## config.mk

```make
export PLATFORM = sky130hd
export DESIGN_NAME = wss_ctrl
export DESIGN_NICKNAME = d
export VERILOG_FILES = /design/src/rtl/core/wss_pkg.sv /design/src/rtl/core/wss_ctrl.sv
export SDC_FILE = /design/constraint.sdc
export NUM_CORES = 1
export LEC_CHECK = 0
export BUFFER_PORTS_ARGS = -buffer_cell sky130_fd_sc_hd__buf_2
export CORE_AREA = 10 10 47 49
export CTS_CLUSTER_SIZE = 12
export DETAILED_ROUTE_END_ITERATION = 16
export DIE_AREA = 0 0 57 59
export PLACE_DENSITY = 0.37
export SLEW_MARGIN = 20
export SYNTH_ARGS = -nofsm -noshare
export SYNTH_HDL_FRONTEND = slang
export SYNTH_SLANG_ARGS = --single-unit
```

## constraint.sdc

```tcl
create_clock -name clk -period 1.7 [get_ports clk]
set_clock_uncertainty 0.15 [all_clocks]
set_input_delay 0.34 -clock clk [delete_from_list [all_inputs] [get_ports clk]]
set_output_delay 0.34 -clock clk [all_outputs]
set_load 0.005 [all_outputs]
```

## src/rtl/core/wss_pkg.sv

```systemverilog
package wss_pkg;

  // Tree geometry
  localparam int LEAVES      = 256;
  localparam int WEIGHT_BITS = 16;
  localparam int RAND_BITS   = 8;
  localparam int LEVELS      = $clog2(LEAVES);
  localparam int PAD         = 1 << LEVELS;
  localparam int NODE_BITS   = LEVELS + 1;
  localparam int ROW_BITS    = LEVELS;
  localparam int SUM_BITS    = WEIGHT_BITS + LEVELS;
  localparam int PROD_BITS   = RAND_BITS + SUM_BITS;
  localparam int LVL_BITS    = $clog2(LEVELS + 1);

  // Field widths
  localparam int ACTION_BITS = 2;
  localparam int LEAF_BITS   = 8;
  localparam int VALUE_BITS  = 16;
  localparam int RBITS_BITS  = 64;
  localparam int KIND_BITS   = 2;
  localparam int SAMPLE_BITS = 8;
  localparam int TOTAL_BITS  = 24;
  localparam int COUNT_BITS  = 9;

  localparam logic [COUNT_BITS-1:0] COUNT_RESET = COUNT_BITS'(256);

  // Action codes
  localparam logic [ACTION_BITS-1:0] ACT_CLEAR = 2'd0;
  localparam logic [ACTION_BITS-1:0] ACT_WRITE = 2'd1;
  localparam logic [ACTION_BITS-1:0] ACT_DRAW  = 2'd2;

  // Result kinds
  localparam logic [KIND_BITS-1:0] KIND_CLEARED  = 2'd0;
  localparam logic [KIND_BITS-1:0] KIND_WRITTEN  = 2'd1;
  localparam logic [KIND_BITS-1:0] KIND_DRAWN    = 2'd2;
  localparam logic [KIND_BITS-1:0] KIND_REJECTED = 2'd3;

  typedef struct packed {
    logic [ACTION_BITS-1:0] action;
    logic [LEAF_BITS-1:0]   leaf_index;
    logic [VALUE_BITS-1:0]  weight_value;
    logic [RBITS_BITS-1:0]  random_bits;
  } in_item_t;

  typedef struct packed {
    logic [KIND_BITS-1:0]   kind;
    logic [SAMPLE_BITS-1:0] sample_index;
    logic [TOTAL_BITS-1:0]  total_weight;
  } out_item_t;

  // One memory row holds both children of a node
  typedef struct packed {
    logic [SUM_BITS-1:0] right;
    logic [SUM_BITS-1:0] left;
  } pair_t;

  typedef struct packed {
    logic load;
    logic step;
    logic emit;
  } ctrl_cmd_t;

  typedef struct packed {
    logic walk;
    logic last;
    logic out_busy;
  } dp_status_t;

  typedef enum logic [1:0] {
    ST_IDLE,
    ST_STEP,
    ST_DONE
  } state_t;

endpackage

```

## src/rtl/core/wss_ctrl.sv

```systemverilog
module wss_ctrl (
  input  logic                clk,
  input  logic                rst,
  input  logic                in_valid,
  output logic                in_stall,
  input  wss_pkg::dp_status_t status,
  output wss_pkg::ctrl_cmd_t  cmd
);
  import wss_pkg::*;

  state_t state;
  state_t state_next;

  always_ff @(posedge clk) begin
    if (rst) begin
      state <= ST_IDLE;
    end else begin
      state <= state_next;
    end
  end

  always_comb begin
    state_next = state;
    case (state)
      ST_IDLE: begin
        if (in_valid) begin
          state_next = status.walk ? ST_STEP : ST_DONE;
        end
      end
      ST_STEP: begin
        if (status.last) begin
          state_next = ST_DONE;
        end
      end
      ST_DONE: begin
        if (!status.out_busy) begin
          state_next = ST_IDLE;
        end
      end
      default: begin
        state_next = ST_IDLE;
      end
    endcase
  end

  always_comb begin
    in_stall = (state != ST_IDLE);
    cmd.load = (state == ST_IDLE) && in_valid;
    cmd.step = (state == ST_STEP);
    cmd.emit = (state == ST_DONE) && !status.out_busy;
  end

endmodule

```

==> metrics.txt, run 1 <==
# TYPE chip_impl_metric gauge
chip_impl_metric{name="finalNetCount",unit=""} 34
chip_impl_info{name="hp-class",value="in2reg"} 1
chip_impl_metric{name="avgSynthCellArea",unit="um2"} 9.21
chip_impl_metric{name="clkLatencyLatePin",unit="ns"} 0.22
chip_impl_metric{name="hold_viol",unit=""} 0
chip_impl_metric{name="std_cell_rows",unit=""} 14
chip_impl_metric{name="globalRouteTotalUtil",unit="%"} 3.20
chip_impl_metric{name="core_box_area",unit="mm2"} 0.00140
chip_impl_metric{name="synth_nets",unit=""} 20
chip_impl_info{name="endpoint_kind",value="output pin"} 1
chip_impl_info{name="cp-start-kind",value="flop"} 1
chip_impl_metric{name="cp_data_arrival_time",unit="ns"} 1.09
chip_impl_metric{name="global_route.overflow_total",unit=""} 0
chip_impl_metric{name="peakVddDrop",unit="uV"} 198
chip_impl_metric{name="post_drt_via_cell_ratio",unit=""} 3.36
chip_impl_metric{name="drt_iter0_drc",unit=""} 1
chip_impl_metric{name="grt_first_pass_wirelength",unit="um"} 772
chip_impl_metric{name="layout_cell_share_with_drive_strength_beyond_1",unit="%"} 61.5
chip_impl_metric{name="clockBufferDepth",unit=""} 2
chip_impl_metric{name="number_of_global_route_vias_before_repair",unit=""} 164
chip_impl_metric{name="worst_max_slew_margin_expressed_relative_to_the_limit",unit="%"} 85.9
chip_impl_metric{name="finalWorstPathRequiredPeriod",unit="ns"} 1.58
chip_impl_metric{name="fmaxAchievable",unit="MHz"} 634
chip_impl_info{name="largest_register",value="state"} 1
chip_impl_metric{name="floorplan.initialDensity",unit="%"} 9.20
chip_impl_metric{name="design_area",unit="um2"} 216
chip_impl_metric{name="max_cap_violations",unit=""} 0
chip_impl_metric{name="number_of_antenna_violations_at_the_first_check_in_global_routing",unit=""} 0
chip_impl_info{name="unrepaired_setup_endpoints_after_global_routing",value="false"} 1
chip_impl_metric{name="floorplan.io_pins",unit=""} 10
chip_impl_metric{name="gp_congestion",unit=""} 0.671
chip_impl_metric{name="drc",unit=""} 0
chip_impl_metric{name="wl_per_cell",unit="um"} 11.0
chip_impl_metric{name="fin_tns_setup",unit="ns"} 0
chip_impl_metric{name="htree_levels",unit=""} 1
chip_impl_info{name="cts.root.buffer_cell",value="sky130_fd_sc_hd__clkbuf_4"} 1
chip_impl_metric{name="worstMarginPinSlew",unit="ns"} 0.211
chip_impl_metric{name="die_width",unit="um"} 57
chip_impl_metric{name="layout.filler_cells",unit=""} 171
chip_impl_metric{name="clock_sinks",unit=""} 2
chip_impl_metric{name="area_delta_synth_final",unit="%"} 68.0
chip_impl_metric{name="sequential_element_share_of_the_synthesized_area",unit="%"} 31.1
chip_impl_metric{name="grt_start_max_net_pins",unit=""} 8
chip_impl_metric{name="total_leakage_power",unit="nW"} 0.103
chip_impl_metric{name="portBuffers",unit=""} 9
chip_impl_metric{name="layoutNonFillerInstCount",unit=""} 42
chip_impl_metric{name="placed_area",unit="um2"} 194
chip_impl_info{name="tritoncts",value="done"} 1
chip_impl_metric{name="ys_types",unit=""} 13
chip_impl_metric{name="seqCellArea",unit="um2"} 40.0
chip_impl_metric{name="tritoncts.num_buffers",unit=""} 3
chip_impl_metric{name="finalWirelength",unit="um"} 464
chip_impl_metric{name="total_power",unit="uW"} 196
chip_impl_info{name="biggestRegsByFlops",value="state x2"} 1
chip_impl_metric{name="worst_ep_required_time",unit="ns"} 1.21
chip_impl_metric{name="synth_area",unit="um2"} 129
chip_impl_metric{name="pwr_per_cell_area",unit="mW/mm2"} 907
chip_impl_metric{name="route.vias.total",unit=""} 141
chip_impl_metric{name="maxSlewViolCount",unit=""} 0
chip_impl_metric{name="placed_cells_incl_taps",unit=""} 39
chip_impl_metric{name="flip_flop_count_of_the_largest_register_all_copies_and_words_added",unit=""} 2
chip_impl_metric{name="postSynthRegisterBits",unit=""} 2
chip_impl_metric{name="synth_warnings",unit=""} 0
chip_impl_metric{name="cts_post_setup_buffers_inserted",unit=""} 0
chip_impl_metric{name="path_clk_slew",unit="ns"} 0.03
chip_impl_metric{name="die-area",unit="mm2"} 0.00336
chip_impl_metric{name="critPathMaxFanout",unit=""} 7
chip_impl_metric{name="num_antenna_cells",unit=""} 0
chip_impl_metric{name="post-route-period-util",unit="%"} 92.8
chip_impl_info{name="criticalPathCategory",value="reg2out"} 1
chip_impl_metric{name="multi_input_comb_area",unit="um2"} 85.1
chip_impl_metric{name="floorplan.die.height",unit="um"} 59
chip_impl_info{name="run_status",value="finished, final reports clean"} 1
chip_impl_metric{name="drt_pre_antenna_iters",unit=""} 2
chip_impl_metric{name="ctsResizeCount",unit=""} 0
chip_impl_metric{name="ant_nets",unit=""} 0
chip_impl_metric{name="cts_hold_repair.buffers",unit=""} 0
chip_impl_metric{name="syn_inst",unit=""} 14
chip_impl_metric{name="setup_violations",unit=""} 0
==> through the flow <==
step / hold slack, ns / utilization, % / setup slack (ns)
global route: 0.134 / 15.4 / 0.0126
global placement: 0.370 / 13.8 / 0.339
finish: 0.146 / 15.4 / 0.122
detailed placement: 0.370 / 13.8 / 0.340
CTS: 0.137 / 15.4 / 0.0893
floorplan: 0.256 / - / 0.450
==> cells in the mapped netlist <==
master | number | share of area, %
sky130_fd_sc_hd__nor2_1 | 1 | 2.9
sky130_fd_sc_hd__inv_1 | 1 | 2.9
sky130_fd_sc_hd__and2b_2 | 1 | 6.8
sky130_fd_sc_hd__nand2b_1 | 1 | 4.9
sky130_fd_sc_hd__or2_2 | 1 | 4.9
sky130_fd_sc_hd__dfxtp_1 | 2 | 31
sky130_fd_sc_hd__a211oi_1 | 1 | 5.8
sky130_fd_sc_hd__or3b_1 | 1 | 6.8
sky130_fd_sc_hd__a221oi_2 | 1 | 12
sky130_fd_sc_hd__nand3b_1 | 1 | 5.8
sky130_fd_sc_hd__a21oi_1 | 1 | 3.9
sky130_fd_sc_hd__nand2b_2 | 1 | 6.8
sky130_fd_sc_hd__nor3b_1 | 1 | 5.8
==> metal layers <==
metal  routed length [um]  vias to the layer above  track usage [%]
li1                     -                       74                -
met1                  259                       57             3.67
met5                    0                        -                0
met4                    0                        0             3.02
met3                   87                        0             4.29
met2                  117                       10             2.17
==> logic make-up (layout without fill, tap and decap cells) <==
family,after synthesis,count (layout),synth area share (%)
simple gates,8,8,44.7
compound gates,3,3,21.4
flops,2,2,31.1
buf+inv,1,13,2.91
==> final cells by class <==
class	instances	share of cell area [%]
flip-flops and latches	2	18.5
multi-input cells	11	39.3
well taps	16	9.25
clock buffers	3	10.4
repair buffers	9	20.8
inverters	1	1.73
==> where the power goes <==
group	internal, mW	switching [mW]	total [mW]
combinational	0.0206	0.0141	0.0348
clock	0.0779	0.0273	0.105
sequential	0.0509	0.00553	0.0564
==> cells in the final DEF, fill, tap and decap left out, drive strengths merged <==
cell | Yosys | final
a211oi | 1 | 1
buf | 0 | 9
a21oi | 1 | 1
and2b | 1 | 1
nor2 | 1 | 1
clkbuf | 0 | 3
nand3b | 1 | 1
nor3b | 1 | 1
a221oi | 1 | 1
or3b | 1 | 1
dfxtp | 2 | 2
inv | 1 | 1
nand2b | 2 | 2
or2 | 1 | 1
==> final timing paths <==
check	start	end	slack, ns	depth (start not counted)
max	state[0]	cmd[2]	0.12	3
min	rst	state[1]	0.15	2
max reg2reg	state[1]	state[1]	0.51	2
min reg2reg	state[1]	state[0]	0.39	1
==> worst max-delay path, cell delays in order, from the launching register on <==
cell and delay (ns):
sky130_fd_sc_hd__dfxtp_1 0.35, sky130_fd_sc_hd__or2_2 0.32, sky130_fd_sc_hd__nor2_1 0.08, sky130_fd_sc_hd__buf_2 0.11
(Power assumes the default switching activity.)
==> inputs of run 2 (changes only) <==
BUFFER_PORTS_ARGS = -buffer_cell sky130_fd_sc_hd__clkbuf_2   (was -buffer_cell sky130_fd_sc_hd__buf_2)
==> run 2 against run 1 <==
Compared with the run above: sequential share of layout area unchanged; sequential power fell by 0.7%; highest routed layer unchanged; setup slack lost 0.010 ns; sequential cell count unchanged; clock power about the same; count of clock-buffer cells in the layout unchanged; total power fell by 0.25%; first-iteration DRC count is 100% higher; non-clock buffer count is the same; largest power group unchanged.
==> metrics.txt, run 2 (synthesis results as in run 1) <==
# TYPE chip_impl_metric gauge
chip_impl_metric{name="wl_per_cell",unit="um"} 10.3
chip_impl_metric{name="finalWirelength",unit="um"} 434
chip_impl_metric{name="crit_path_max_incr_delay",unit="ns"} 0.35
chip_impl_info{name="cts.root.buffer_cell",value="sky130_fd_sc_hd__clkbuf_4"} 1
chip_impl_metric{name="flip_flop_count_of_the_largest_register_all_copies_and_words_added",unit=""} 2
chip_impl_metric{name="die-area",unit="mm2"} 0.00336
chip_impl_metric{name="fmaxAchievable",unit="MHz"} 630
chip_impl_info{name="largest_register",value="state"} 1
chip_impl_metric{name="global_route.overflow_total",unit=""} 0
chip_impl_metric{name="portBuffers",unit=""} 9
chip_impl_metric{name="drc",unit=""} 0
chip_impl_metric{name="fin_tns_setup",unit="ns"} 0
chip_impl_info{name="final_common_cell",value="sky130_fd_sc_hd__clkbuf_2"} 1
chip_impl_metric{name="hold_viol",unit=""} 0
chip_impl_metric{name="cts_hold_repair.buffers",unit=""} 0
chip_impl_metric{name="maxSlewViolCount",unit=""} 0
chip_impl_info{name="worstReg2RegStart",value="state[1]"} 1
chip_impl_metric{name="worst_r2r_path_depth",unit=""} 2
chip_impl_info{name="criticalPathCategory",value="reg2out"} 1
chip_impl_metric{name="grt_start_max_net_pins",unit=""} 8
chip_impl_metric{name="area_delta_synth_final",unit="%"} 68.0
chip_impl_info{name="mostFrequentLayoutCells",value="sky130_fd_sc_hd__clkbuf_2 (9), sky130_fd_sc_hd__clkbuf_4 (3), sky130_fd_sc_hd__dfxtp_1 (2)"} 1
chip_impl_info{name="worst_path_max_delay_cell",value="sky130_fd_sc_hd__dfxtp_1"} 1
chip_impl_metric{name="total_leakage_power",unit="nW"} 0.102
chip_impl_metric{name="setup_violations",unit=""} 0
chip_impl_metric{name="layout.filler_cells",unit=""} 167
chip_impl_metric{name="finalWorstPathRequiredPeriod",unit="ns"} 1.59
chip_impl_info{name="critical_path.reg2reg.endpoint",value="state[1]"} 1
chip_impl_metric{name="route.vias.total",unit=""} 140
chip_impl_info{name="cp-start-kind",value="flop"} 1
chip_impl_metric{name="finish.utilization",unit="%"} 15.4
chip_impl_info{name="hold_start",value="rst"} 1
chip_impl_metric{name="cp_data_arrival_time",unit="ns"} 1.10
chip_impl_metric{name="grt_first_pass_wirelength",unit="um"} 703
chip_impl_metric{name="worst_ep_required_time",unit="ns"} 1.21
chip_impl_metric{name="post-route-period-util",unit="%"} 93.4
chip_impl_metric{name="ant_nets",unit=""} 0
chip_impl_info{name="critical_path.endpoint",value="cmd[2]"} 1
chip_impl_metric{name="cts_post_setup_buffers_inserted",unit=""} 0
chip_impl_metric{name="drt_iter0_drc",unit=""} 2
chip_impl_metric{name="clock_sinks",unit=""} 2
chip_impl_metric{name="ctsResizeCount",unit=""} 0
chip_impl_metric{name="clkLatencyLatePin",unit="ns"} 0.22
chip_impl_metric{name="floorplan.die.height",unit="um"} 59
chip_impl_metric{name="dpl.hpwl",unit="um"} 366
chip_impl_info{name="tritoncts",value="done"} 1
chip_impl_info{name="unrepaired_setup_endpoints_after_global_routing",value="false"} 1
chip_impl_info{name="run_status",value="finished, final reports clean"} 1
chip_impl_metric{name="drt_pre_antenna_iters",unit=""} 2
chip_impl_info{name="critical_path.cell_chain",value="or2_2, nor2_1, clkbuf_2"} 1
chip_impl_metric{name="gp_congestion",unit=""} 0.654
chip_impl_metric{name="floorplan.io_pins",unit=""} 10
chip_impl_info{name="crit_path_start",value="state[0]"} 1
chip_impl_metric{name="floorplan.initialDensity",unit="%"} 9.20
chip_impl_metric{name="core_box_area",unit="mm2"} 0.00140
chip_impl_metric{name="critPathMaxFanout",unit=""} 7
chip_impl_metric{name="reg_to_reg_slack_setup",unit="ns"} 0.51
chip_impl_metric{name="holdWs",unit="ns"} 0.155
chip_impl_metric{name="number_of_stages_on_the_worst_hold_path",unit=""} 2
chip_impl_metric{name="number_of_antenna_violations_at_the_first_check_in_global_routing",unit=""} 0
chip_impl_metric{name="max_cap_violations",unit=""} 0
chip_impl_metric{name="worst_max_slew_margin_expressed_relative_to_the_limit",unit="%"} 86.2
chip_impl_info{name="biggestRegsByFlops",value="state x2"} 1
chip_impl_metric{name="total_power",unit="uW"} 196
chip_impl_metric{name="std_cell_rows",unit=""} 14
chip_impl_metric{name="number_of_global_route_vias_before_repair",unit=""} 144
chip_impl_info{name="hp-class",value="in2reg"} 1
chip_impl_metric{name="clockBufferDepth",unit=""} 2
chip_impl_metric{name="peakVddDrop",unit="uV"} 255
chip_impl_metric{name="tritoncts.num_buffers",unit=""} 3
chip_impl_metric{name="path_clk_slew",unit="ns"} 0.03
chip_impl_metric{name="num_antenna_cells",unit=""} 0
chip_impl_metric{name="die_width",unit="um"} 57
chip_impl_metric{name="layout_cell_share_with_drive_strength_beyond_1",unit="%"} 61.5
chip_impl_metric{name="htree_levels",unit=""} 1
chip_impl_metric{name="placed_area",unit="um2"} 194
chip_impl_metric{name="worstMarginPinSlew",unit="ns"} 0.207
chip_impl_metric{name="finalNetCount",unit=""} 34
chip_impl_metric{name="design_area",unit="um2"} 216
chip_impl_info{name="endpoint_kind",value="output pin"} 1
chip_impl_metric{name="pwr_per_cell_area",unit="mW/mm2"} 905
chip_impl_metric{name="post_drt_via_cell_ratio",unit=""} 3.33
chip_impl_metric{name="globalRouteTotalUtil",unit="%"} 3.11
## run 2: cell count changes in the layout (fill, tap and decap cells not counted)
cell,previous run,this run
sky130_fd_sc_hd__clkbuf_2,0,9
sky130_fd_sc_hd__buf_2,9,0
## run 2: stage by stage
step / cells / setup slack [ns]
final: 42 / 0.112
after global routing: 42 / 0.0370
after CTS: 42 / 0.0874
after detailed placement: 39 / 0.333
after global placement: 39 / 0.328
after floorplan: 14 / 0.450
## run 2: worst min path at each step
stage	endpoint	slack (ns)
floorplan	state[1]	0.26
global placement	state[0]	0.37
detailed placement	state[0]	0.36
CTS	state[1]	0.14
global route	state[1]	0.14
finish	state[1]	0.16
## run 2: report_power, final
group          internal (mW)  switching [mW]  total, mW
Clock                 0.0779          0.0266      0.104
Sequential            0.0509         0.00510     0.0560
Combinational         0.0206          0.0149     0.0354
Total                  0.149          0.0465      0.196
## run 2: critical path: cells and delay by family, from the launching register on
family	cells	cell delay, ns
and+or+nand+nor	2	0.41
buffers and inverters	1	0.12
DFF	1	0.35
## run 2: layout make-up
type                       count  area [um2]  share of cell area [%]
timing repair buffer           9        45.0                    20.8
sequential                     2        40.0                    18.5
clock buffer                   3        22.5                    10.4
inverter                       1        3.75                    1.73
tap                           16        20.0                    9.25
multi-input combinational     11        85.1                    39.3
## run 2: layer usage
layer  up-vias  routed length, um  track usage (%)
met5         -                  0                0
met4         0                  0             4.03
met3         0                 79             4.08
met2        10                103             1.86
met1        55                251             3.44
li1         75                  -                -
